### config.mk
export PLATFORM = sky130hd
export DESIGN_NAME = sorted_unique_set
export DESIGN_NICKNAME = d
export VERILOG_FILES = /design/src/design/sus_pkg.sv /design/src/design/sus_ctrl.sv /design/src/design/sus_dpath.sv /design/src/design/sorted_unique_set.sv
export SDC_FILE = /design/constraint.sdc
export NUM_CORES = 1
export LEC_CHECK = 0
export ABC_AREA = 1
export ABC_CLOCK_PERIOD_IN_PS = 7600
export BUFFER_PORTS_ARGS = -buffer_cell sky130_fd_sc_hd__buf_4
export CELL_PAD_IN_SITES_DETAIL_PLACEMENT = 1
export CELL_PAD_IN_SITES_GLOBAL_PLACEMENT = 1
export CORE_AREA = 2 2 230 232
export DETAILED_ROUTE_END_ITERATION = 10
export DIE_AREA = 0 0 232 234
export HOLD_SLACK_MARGIN = 0.08
export PLACE_DENSITY_LB_ADDON = 0.1
export SYNTH_ARGS = -nofsm -noshare
export SYNTH_HDL_FRONTEND = slang
export SYNTH_SLANG_ARGS = --single-unit
### constraint.sdc
create_clock -name clk -period 7.6 [get_ports clk]
set_input_delay 0 -clock clk [delete_from_list [all_inputs] [get_ports clk]]
set_output_delay 0 -clock clk [all_outputs]
set_load 0.02 [all_outputs]
### src/design/sus_pkg.sv
// Shared types, field widths and codes for the sorted unique key set.
package sus_pkg;

  localparam int KEY_BITS   = 16;
  localparam int MODE_BITS  = 2;
  localparam int STAT_BITS  = 3;
  localparam int POS_BITS   = 4;
  localparam int COUNT_BITS = 5;
  localparam int DEPTH_DEF  = 16;

  localparam logic [MODE_BITS-1:0] MODE_INSERT = 2'd0;
  localparam logic [MODE_BITS-1:0] MODE_DELETE = 2'd1;
  localparam logic [MODE_BITS-1:0] MODE_SEARCH = 2'd2;

  localparam logic [STAT_BITS-1:0] ST_OK       = 3'd0;
  localparam logic [STAT_BITS-1:0] ST_DUP      = 3'd1;
  localparam logic [STAT_BITS-1:0] ST_NOTFOUND = 3'd2;
  localparam logic [STAT_BITS-1:0] ST_EMPTY    = 3'd3;
  localparam logic [STAT_BITS-1:0] ST_FULL     = 3'd4;

  typedef struct packed {
    logic [MODE_BITS-1:0] mode;
    logic [KEY_BITS-1:0]  key;
  } req_t;

  typedef struct packed {
    logic [STAT_BITS-1:0]  status;
    logic [POS_BITS-1:0]   position;
    logic [COUNT_BITS-1:0] count;
  } rsp_t;

  typedef struct packed {
    logic capture;
    logic execute;
  } cmd_t;

endpackage

### src/design/sus_ctrl.sv
// Request sequencer: accepts a word, runs one update step, manages the result register.
module sus_ctrl (
  input  logic        clk,
  input  logic        rst_n,
  input  logic        in_valid,
  output logic        in_ready,
  output logic        out_valid,
  input  logic        out_ready,
  output sus_pkg::cmd_t cmd
);

  localparam logic S_IDLE = 1'b0;
  localparam logic S_EXEC = 1'b1;

  logic state_r, state_nxt;
  logic out_valid_r, out_valid_nxt;
  logic exec_go;

  assign in_ready    = (state_r == S_IDLE);
  assign exec_go     = (state_r == S_EXEC) && (!out_valid_r || out_ready);
  assign cmd.capture = in_valid && in_ready;
  assign cmd.execute = exec_go;
  assign out_valid   = out_valid_r;

  always_comb begin
    state_nxt     = state_r;
    out_valid_nxt = out_valid_r;
    if (out_valid_r && out_ready) begin
      out_valid_nxt = 1'b0;
    end
    case (state_r)
      S_IDLE: begin
        if (cmd.capture) begin
          state_nxt = S_EXEC;
        end
      end
      S_EXEC: begin
        if (exec_go) begin
          state_nxt     = S_IDLE;
          out_valid_nxt = 1'b1;
        end
      end
      default: begin
        state_nxt = S_IDLE;
      end
    endcase
  end

  always_ff @(posedge clk) begin
    if (!rst_n) begin
      state_r     <= S_IDLE;
      out_valid_r <= 1'b0;
    end else begin
      state_r     <= state_nxt;
      out_valid_r <= out_valid_nxt;
    end
  end

endmodule

### src/design/sus_dpath.sv
// Sorted register chain with parallel compare, shift-insert/delete and result register.
module sus_dpath #(
  parameter int DEPTH = sus_pkg::DEPTH_DEF
) (
  input  logic          clk,
  input  logic          rst_n,
  input  sus_pkg::req_t in_data,
  input  sus_pkg::cmd_t cmd,
  output sus_pkg::rsp_t out_data
);

  localparam int IDX_W = (DEPTH > 1) ? $clog2(DEPTH) : 1;
  localparam int CNT_W = $clog2(DEPTH + 1);

  logic [sus_pkg::KEY_BITS-1:0] entries_r   [DEPTH];
  logic [sus_pkg::KEY_BITS-1:0] entries_nxt [DEPTH];
  logic [CNT_W-1:0]             count_r, count_nxt;
  sus_pkg::req_t                req_r;
  sus_pkg::rsp_t                rsp_r, rsp_nxt;

  logic [DEPTH-1:0] lt_vec, eq_vec, bnd_vec;
  logic [IDX_W-1:0] idx;
  logic             found, full, empty;
  logic             do_ins, do_del;

  always_comb begin
    for (int i = 0; i < DEPTH; i++) begin
      lt_vec[i] = (CNT_W'(i) < count_r) && (entries_r[i] < req_r.key);
      eq_vec[i] = (CNT_W'(i) < count_r) && (entries_r[i] == req_r.key);
    end
    for (int i = 0; i < DEPTH; i++) begin
      if (i == 0) begin
        bnd_vec[i] = !lt_vec[i];
      end else begin
        bnd_vec[i] = lt_vec[i-1] && !lt_vec[i];
      end
    end
    idx = '0;
    for (int i = 0; i < DEPTH; i++) begin
      if (bnd_vec[i]) begin
        idx = idx | IDX_W'(i);
      end
    end
  end

  assign found = |eq_vec;
  assign full  = (count_r == CNT_W'(DEPTH));
  assign empty = (count_r == '0);

  always_comb begin
    rsp_nxt.status   = sus_pkg::ST_OK;
    rsp_nxt.position = sus_pkg::POS_BITS'(idx);
    do_ins           = 1'b0;
    do_del           = 1'b0;
    case (req_r.mode)
      sus_pkg::MODE_INSERT: begin
        if (found) begin
          rsp_nxt.status = sus_pkg::ST_DUP;
        end else if (full) begin
          rsp_nxt.status = sus_pkg::ST_FULL;
        end else begin
          do_ins = 1'b1;
        end
      end
      sus_pkg::MODE_DELETE: begin
        if (empty) begin
          rsp_nxt.status = sus_pkg::ST_EMPTY;
        end else if (!found) begin
          rsp_nxt.status = sus_pkg::ST_NOTFOUND;
        end else begin
          do_del = 1'b1;
        end
      end
      default: begin
        if (!found) begin
          rsp_nxt.status = sus_pkg::ST_NOTFOUND;
        end
      end
    endcase
    if (rsp_nxt.status != sus_pkg::ST_OK) begin
      rsp_nxt.position = '0;
    end
    count_nxt = count_r;
    if (do_ins) begin
      count_nxt = count_r + CNT_W'(1);
    end else if (do_del) begin
      count_nxt = count_r - CNT_W'(1);
    end
    rsp_nxt.count = sus_pkg::COUNT_BITS'(count_nxt);
  end

  always_comb begin
    for (int i = 0; i < DEPTH; i++) begin
      entries_nxt[i] = entries_r[i];
      if (do_ins) begin
        if (bnd_vec[i]) begin
          entries_nxt[i] = req_r.key;
        end else if (!lt_vec[i] && i > 0) begin
          entries_nxt[i] = entries_r[i-1];
        end
      end else if (do_del) begin
        if (!lt_vec[i] && i + 1 < DEPTH) begin
          entries_nxt[i] = entries_r[i+1];
        end
      end
    end
  end

  always_ff @(posedge clk) begin
    if (!rst_n) begin
      count_r <= '0;
    end else if (cmd.execute) begin
      count_r <= count_nxt;
    end
  end

  always_ff @(posedge clk) begin
    if (cmd.capture) begin
      req_r <= in_data;
    end
    if (cmd.execute) begin
      rsp_r <= rsp_nxt;
      for (int i = 0; i < DEPTH; i++) begin
        entries_r[i] <= entries_nxt[i];
      end
    end
  end

  assign out_data = rsp_r;

endmodule

### src/design/sorted_unique_set.sv
// Top level of the sorted unique key set: sequencer plus sorted register chain.
//
//   channel | direction | handshake            | word
//   --------+-----------+----------------------+-----------------------------
//   in_     | input     | in_valid / in_ready  | req_t  {mode, key}
//   out_    | output    | out_valid / out_ready| rsp_t  {status, position, count}
//
// Each request first registers the word, then runs the parallel
// compare across all DEPTH entries and the shift of the register chain.
// A new word is taken while the previous result still waits in the output register;
// execution holds only while that register is full and out_ready is low.
// Reset (rst_n low, synchronous) empties the set; entry storage is not cleared.
module sorted_unique_set #(
  parameter int DEPTH = sus_pkg::DEPTH_DEF
) (
  input  logic          clk,
  input  logic          rst_n,
  input  logic          in_valid,
  output logic          in_ready,
  input  sus_pkg::req_t in_data,
  output logic          out_valid,
  input  logic          out_ready,
  output sus_pkg::rsp_t out_data
);

  sus_pkg::cmd_t cmd;

  sus_ctrl u_ctrl (
    .clk       (clk),
    .rst_n     (rst_n),
    .in_valid  (in_valid),
    .in_ready  (in_ready),
    .out_valid (out_valid),
    .out_ready (out_ready),
    .cmd       (cmd)
  );

  sus_dpath #(
    .DEPTH (DEPTH)
  ) u_dpath (
    .clk      (clk),
    .rst_n    (rst_n),
    .in_data  (in_data),
    .cmd      (cmd),
    .out_data (out_data)
  );

endmodule
Yosys cells after proc, flatten, opt, wreduce, memory -nomap -nowiden
Memory sizes are Yosys's and may differ from the RTL's.
Index checks and enable logic that the tools add are counted.
{"block": "op_classes", "mux": 113, "div": 0, "shifts": 0, "n_reduce_logical": 71, "bitwise_logic": 1, "magnitude_cmp": 32, "n_addsub": 2, "multipliers": 0, "n_eq_ne": 18}
{"op": "16-bit two-way mux", "count": 77}
{"op": "16-bit == test", "count": 16}
{"op": "16-bit < comparator", "count": 16}
{"op": "1-bit logical AND", "count": 50}
{"op": "4-bit by 5-bit < comparator with 1-bit output (first input constant)", "count": 8}
{"op": "4-bit two-way mux", "count": 8}
{"op": "3-bit by 5-bit < comparator with 1-bit output (first input constant)", "count": 4}
{"op": "3-bit two-way mux", "count": 6}
{"op": "1-bit logical NOT", "count": 16}
{"op": "16-bit OR reduction", "count": 1}
{"op": "1-bit two-way mux", "count": 14}
{"op": "1-bit by 5-bit < comparator with 1-bit output (first input constant)", "count": 2}
{"op": "2-bit by 5-bit < comparator with 1-bit output (first input constant)", "count": 2}
{"op": "5-bit two-way mux", "count": 2}
{"op": "2-bit two-way mux", "count": 4}
{"op": "3-bit case mux with 2 select lines", "count": 1}
{"op": "5-bit by 1-bit adder with 5-bit output (second input constant)", "count": 1}
{"op": "5-bit == test (second input constant)", "count": 1}
{"op": "5-bit logical NOT", "count": 1}
{"op": "5-bit by 1-bit subtractor with 5-bit output (second input constant)", "count": 1}
{"op": "3-bit nonzero test", "count": 1}
{"op": "2-bit by 1-bit == test with 1-bit output (second input constant)", "count": 1}
{"op": "2-bit logical NOT", "count": 1}
{"op": "1-bit case mux with 2 select lines", "count": 1}
{"op": "2 further kinds", "count": 2}
{"block": "totals", "out_inout_bits": 14, "latchBits": 0, "ram_bits": 256, "register_bits": 37, "rom_bits": 0, "memories": 1, "in_bits": 22, "elab_cells": 246}
{"name": "u_dpath.entries_r", "depth": 16, "width": 16, "rd": 16, "rd_clocked_by_memory_dff": 0, "wr": 16, "line_no": "sus_dpath.sv:15", "rtl": "logic [sus_pkg::KEY_BITS-1:0] entries_r [DEPTH];"}

Logic depth before layout (Yosys ltp)
An unclocked memory read counts as a cell.
{"block": "logic_depth", "ltp_word": 20, "ltp_mapped": 19, "ltp_nobuf": 18}

Modules after synthesis
A second synthesis with hierarchy kept.
{"block": "hier_totals", "cells_unflattened": 2537, "area_unflattened_um2": 20897.5}
{"mod": "sus_dpath", "cells_per_inst": 2525, "instances": 1, "area_per_inst_um2": 20806.2, "seq_area_each_um2": 8688.3}
{"mod": "sus_ctrl", "cells_per_inst": 12, "instances": 1, "area_per_inst_um2": 91.3, "seq_area_each_um2": 40.0}

Worst setup path before layout
Ideal clock, no wire load.
{"block": "synth_timing", "path_type": "register to register", "start": "reg u_dpath.req_r[15] (netlist name)", "end": "mem u_dpath.entries_r[0][0] in the netlist's numbering (enable)", "period_less_slack_ps": 3399, "arrival_time_ps": 3000, "n_path_buf": 0, "slack_ps": 4201, "path_stages_with_launch": 16, "setup_time_ps": 399, "cell_sequence": "edfxtp_1 inv_1 ha_1 nand2_1 inv_1 nand2_1 nor3_1 nand2_1 nand2_1 nor2_1 nand2_1 nor2_8 nand2_4 a21oi_2 inv_2 a31oi_1"}
{"item": "end, declared", "line_no": "sus_dpath.sv:15"}

==> impl_metrics.yaml <==
floorplan:
  initial_utilization: 0.395
  pin_count: 36
  die_height_um: 234
  die_area_um2: 54300
  die_w_um: 232
  std_cell_rows: 84
  fp.coreArea_um2: 52000
placed_design:
  dp.cells: 3107
  dp_slack_ps: 2180
  place.gp.congestion: 0.862
  portBuffers: 35
  dpl.hpwl_um: 59000
timing:
  rsz0062_at_grt: "no"
  setup_viol: 0
  drv_slew: 0
  fin_crit_ps: 5610
  fmaxAchievable_ghz: 0.178
  timing.hold.ws_ps: 144
  fin_skew_ps: 25.8
  hold_viol: 0
  tightestPinTransition_ps: 1230
  tns_ps: 0
  finalCritPeriodShare: 0.738
  fin_ws_ps: 1990
  relSlewSlack: 0.179
global_routing:
  grt_antenna_before_repair: 1
  grt_max_degree: 89
  grt-ovfl-total: 0
  grt_pass1_wl_um: 123000
  grt.total_usage: 0.305
  grt_pass1_vias: 19200
synth:
  syn_nets: 2725
  synth_seq_area_share: 0.425
  yosysTopAreaCell: "edfxtp_1"
  synth_area_leaders: "edfxtp_1 (42%), ha_1 (16%), nand2_1 (8.9%)"
  postSynth.asyncResetShare: 0
  yosysWarnings: 0
  syn_inst: 2443
  synth-main-ff-cell: "edfxtp_1"
  synth_top_area_frac: 0.418
  syn_area_um2: 20600
  avgSynthCellArea_um2: 8.42
  ys_ff_latch: 293
  synth_cell_type_count: 45
  synth_edf_count: 286
routing:
  first_pass_iters: 5
  final_antenna_net_count: 0
  post_drt_wl_per_cell_um: 25.8
  num_vias: 18700
  via_per_inst: 5.83
  drc: 0
  drt_iter0_drc: 1465
  wirelength_um: 82400
cts:
  cts_made_buffers: 40
  path_clk_slew_ps: 60
  cts_buffer_depth: 3
  root_buffer: "clkbuf_16"
  cts_setup_buffers: 0
  clk_latency_ps: 580
  clock-sinks: 293
  tritoncts: "done"
  cts_resized: 0
  h-tree-depth: 2
finish:
  drive_gt1_frac: 0.0697
  multi_input_comb_area_um2: 10600
  n_fill_cell: 6171
  nets: 2764
  ff_latch_area_um2: 8730
  area_delta_synth_final_pct: 11.5
  finish.utilization: 0.441
  stdcell_count: 3199
power_and_ir_drop:
  p_leak_nw: 9.55
  cellPowerDensity_nw_per_um2: 187
  vdd_drop_max_uv: 159
critical_path:
  worstSetupPathType: "reg2reg"
  arrival_ps: 5920
  worst_setup_path_start_kind: "flop"
  cp_max_fo: 88
  crit_path_end_kind: "flop"
  critPathRequiredTime_ps: 7910
status:
  outcome: "completed"
min_path:
  hold_class: "in2reg"
run:
  max_cap_viol_count: 0
==> synthesized netlist by cell type, types with 2 or more instances <==
cell type	number
or2_2	5
a31oi_1	5
nor2_8	2
and2_1	3
nor3_1	19
o21a_1	11
a21oi_1	315
ha_1	260
buf_2	23
nand3_1	62
buf_4	8
inv_1	159
nor2_1	281
clkbuf_1	60
a21o_1	2
nand2_1	490
a211oi_1	3
o21ai_1	152
o22ai_1	34
edfxtp_1	286
buf_6	19
o21ai_0	184
dfxtp_1	7
o211ai_1	7
nor2_4	2
nand4_1	13
inv_2	10
nand2_2	4
==> sequential cells by signal, summed over array words and instances, names as in the netlist <==
| signal | flops |
|---|---|
| u_ctrl.state_r | 1 |
| u_dpath.out_data | 12 |
| u_ctrl.out_valid | 1 |
| u_dpath.entries_r | 256 |
| u_dpath.req_r | 18 |
| u_dpath.count_r | 5 |
==> per-stage QoR <==
step | power [mW] | cell area (um^2)
finish | 4.29 | 22900
global route | 4.44 | 22900
CTS | 4.31 | 22900
detailed placement | 2.49 | 21500
global placement | 2.46 | 21500
floorplan | 2.26 | 20600
==> cells in the final DEF, fill, tap and decap left out, types with 2 or more instances in the layout <==
cell           count
nor2_2             5
and2_1             3
a21oi_1          315
a31oi_1            4
a211oi_1           3
clkinv_1           8
inv_2             10
a21o_1             2
o21ai_1          152
o21ai_0          184
inv_1            159
clkinv_2           8
nor3_1            19
dlygate4sd3_1     21
dfxtp_1            7
or2_2              5
ha_1             260
nand2_2            4
nor2_4             2
buf_4             86
nor2_8             2
o21a_1            11
clkbuf_16         42
nor2_1           277
buf_12             2
nand3_1           62
nand2_1          490
edfxtp_1         286
o22ai_1           34
clkbuf_1          10
nand4_1           13
o211ai_1           7
==> timing repair <==
| item | CTS | global route |
|---|---|---|
| hold endpoints to repair | 43 | 0 |
| hold buffers | 21 | 0 |
| endpoints found under the setup margin | 0 | 0 |
==> routing by layer <==
metal	vias to the layer above	part of all wire	track usage
met5	-	0	0
met4	0	0.039	0.117
met3	133	0.057	0.0379
met2	528	0.44	0.479
met1	9353	0.46	0.430
li1	8639	-	-
==> layout make-up <==
cell class / count / share of cell area
Antenna cell: 1 / 0.000109
Clock buffer: 52 / 0.0475
Clock inverter: 18 / 0.00524
Inverter: 171 / 0.0282
Multi-Input combinational cell: 1867 / 0.462
Sequential cell: 293 / 0.381
Tap cell: 688 / 0.0376
Timing Repair Buffer: 109 / 0.0391
==> kinds of logic after synthesis <==
group / after synthesis / share of synthesized area
DFF: 293 / 0.425
adders and majority gates: 260 / 0.158
and+or+nand+nor: 889 / 0.174
buffers and inverters: 283 / 0.0621
xor gates and xnor gates: 1 / 0.000426
AOI/OAI and AO/OA: 717 / 0.180
==> power breakdown <==
part	total, mW	switching [mW]	internal, mW
Combinational	0.597	0.411	0.186
Clock	1.81	0.773	1.04
Sequential	1.88	0.0475	1.83
==> path summary, 6_finish.rpt <==
path | cells after the start | start | slack, ps | endpoint
max | 17 | u_dpath.req_r[2] | 1990 | u_dpath.entries_r[1][63]
min | 2 | in_data[0] | 140 | u_dpath.req_r[0]
min reg2reg | 2 | u_ctrl.state_r | 540 | u_ctrl.out_valid
max reg2reg | 17 | u_dpath.req_r[2] | 1990 | u_dpath.entries_r[1][63]
==> critical path, cell delays in order, from the launching register on <==
cell	delay, ps
edfxtp_1	900
inv_1	710
ha_1	510
nand2_1	70
nor2_1	150
nand2_1	70
nor2_1	130
nand2_1	70
nand2_1	190
nor2_1	110
nand2_1	250
nor2_8	90
nand2_8	300
buf_4	470
buf_4	800
a21oi_1	70
o21ai_0	160
nand2_1	80
No activity file was read; power rests on OpenSTA's default activity.
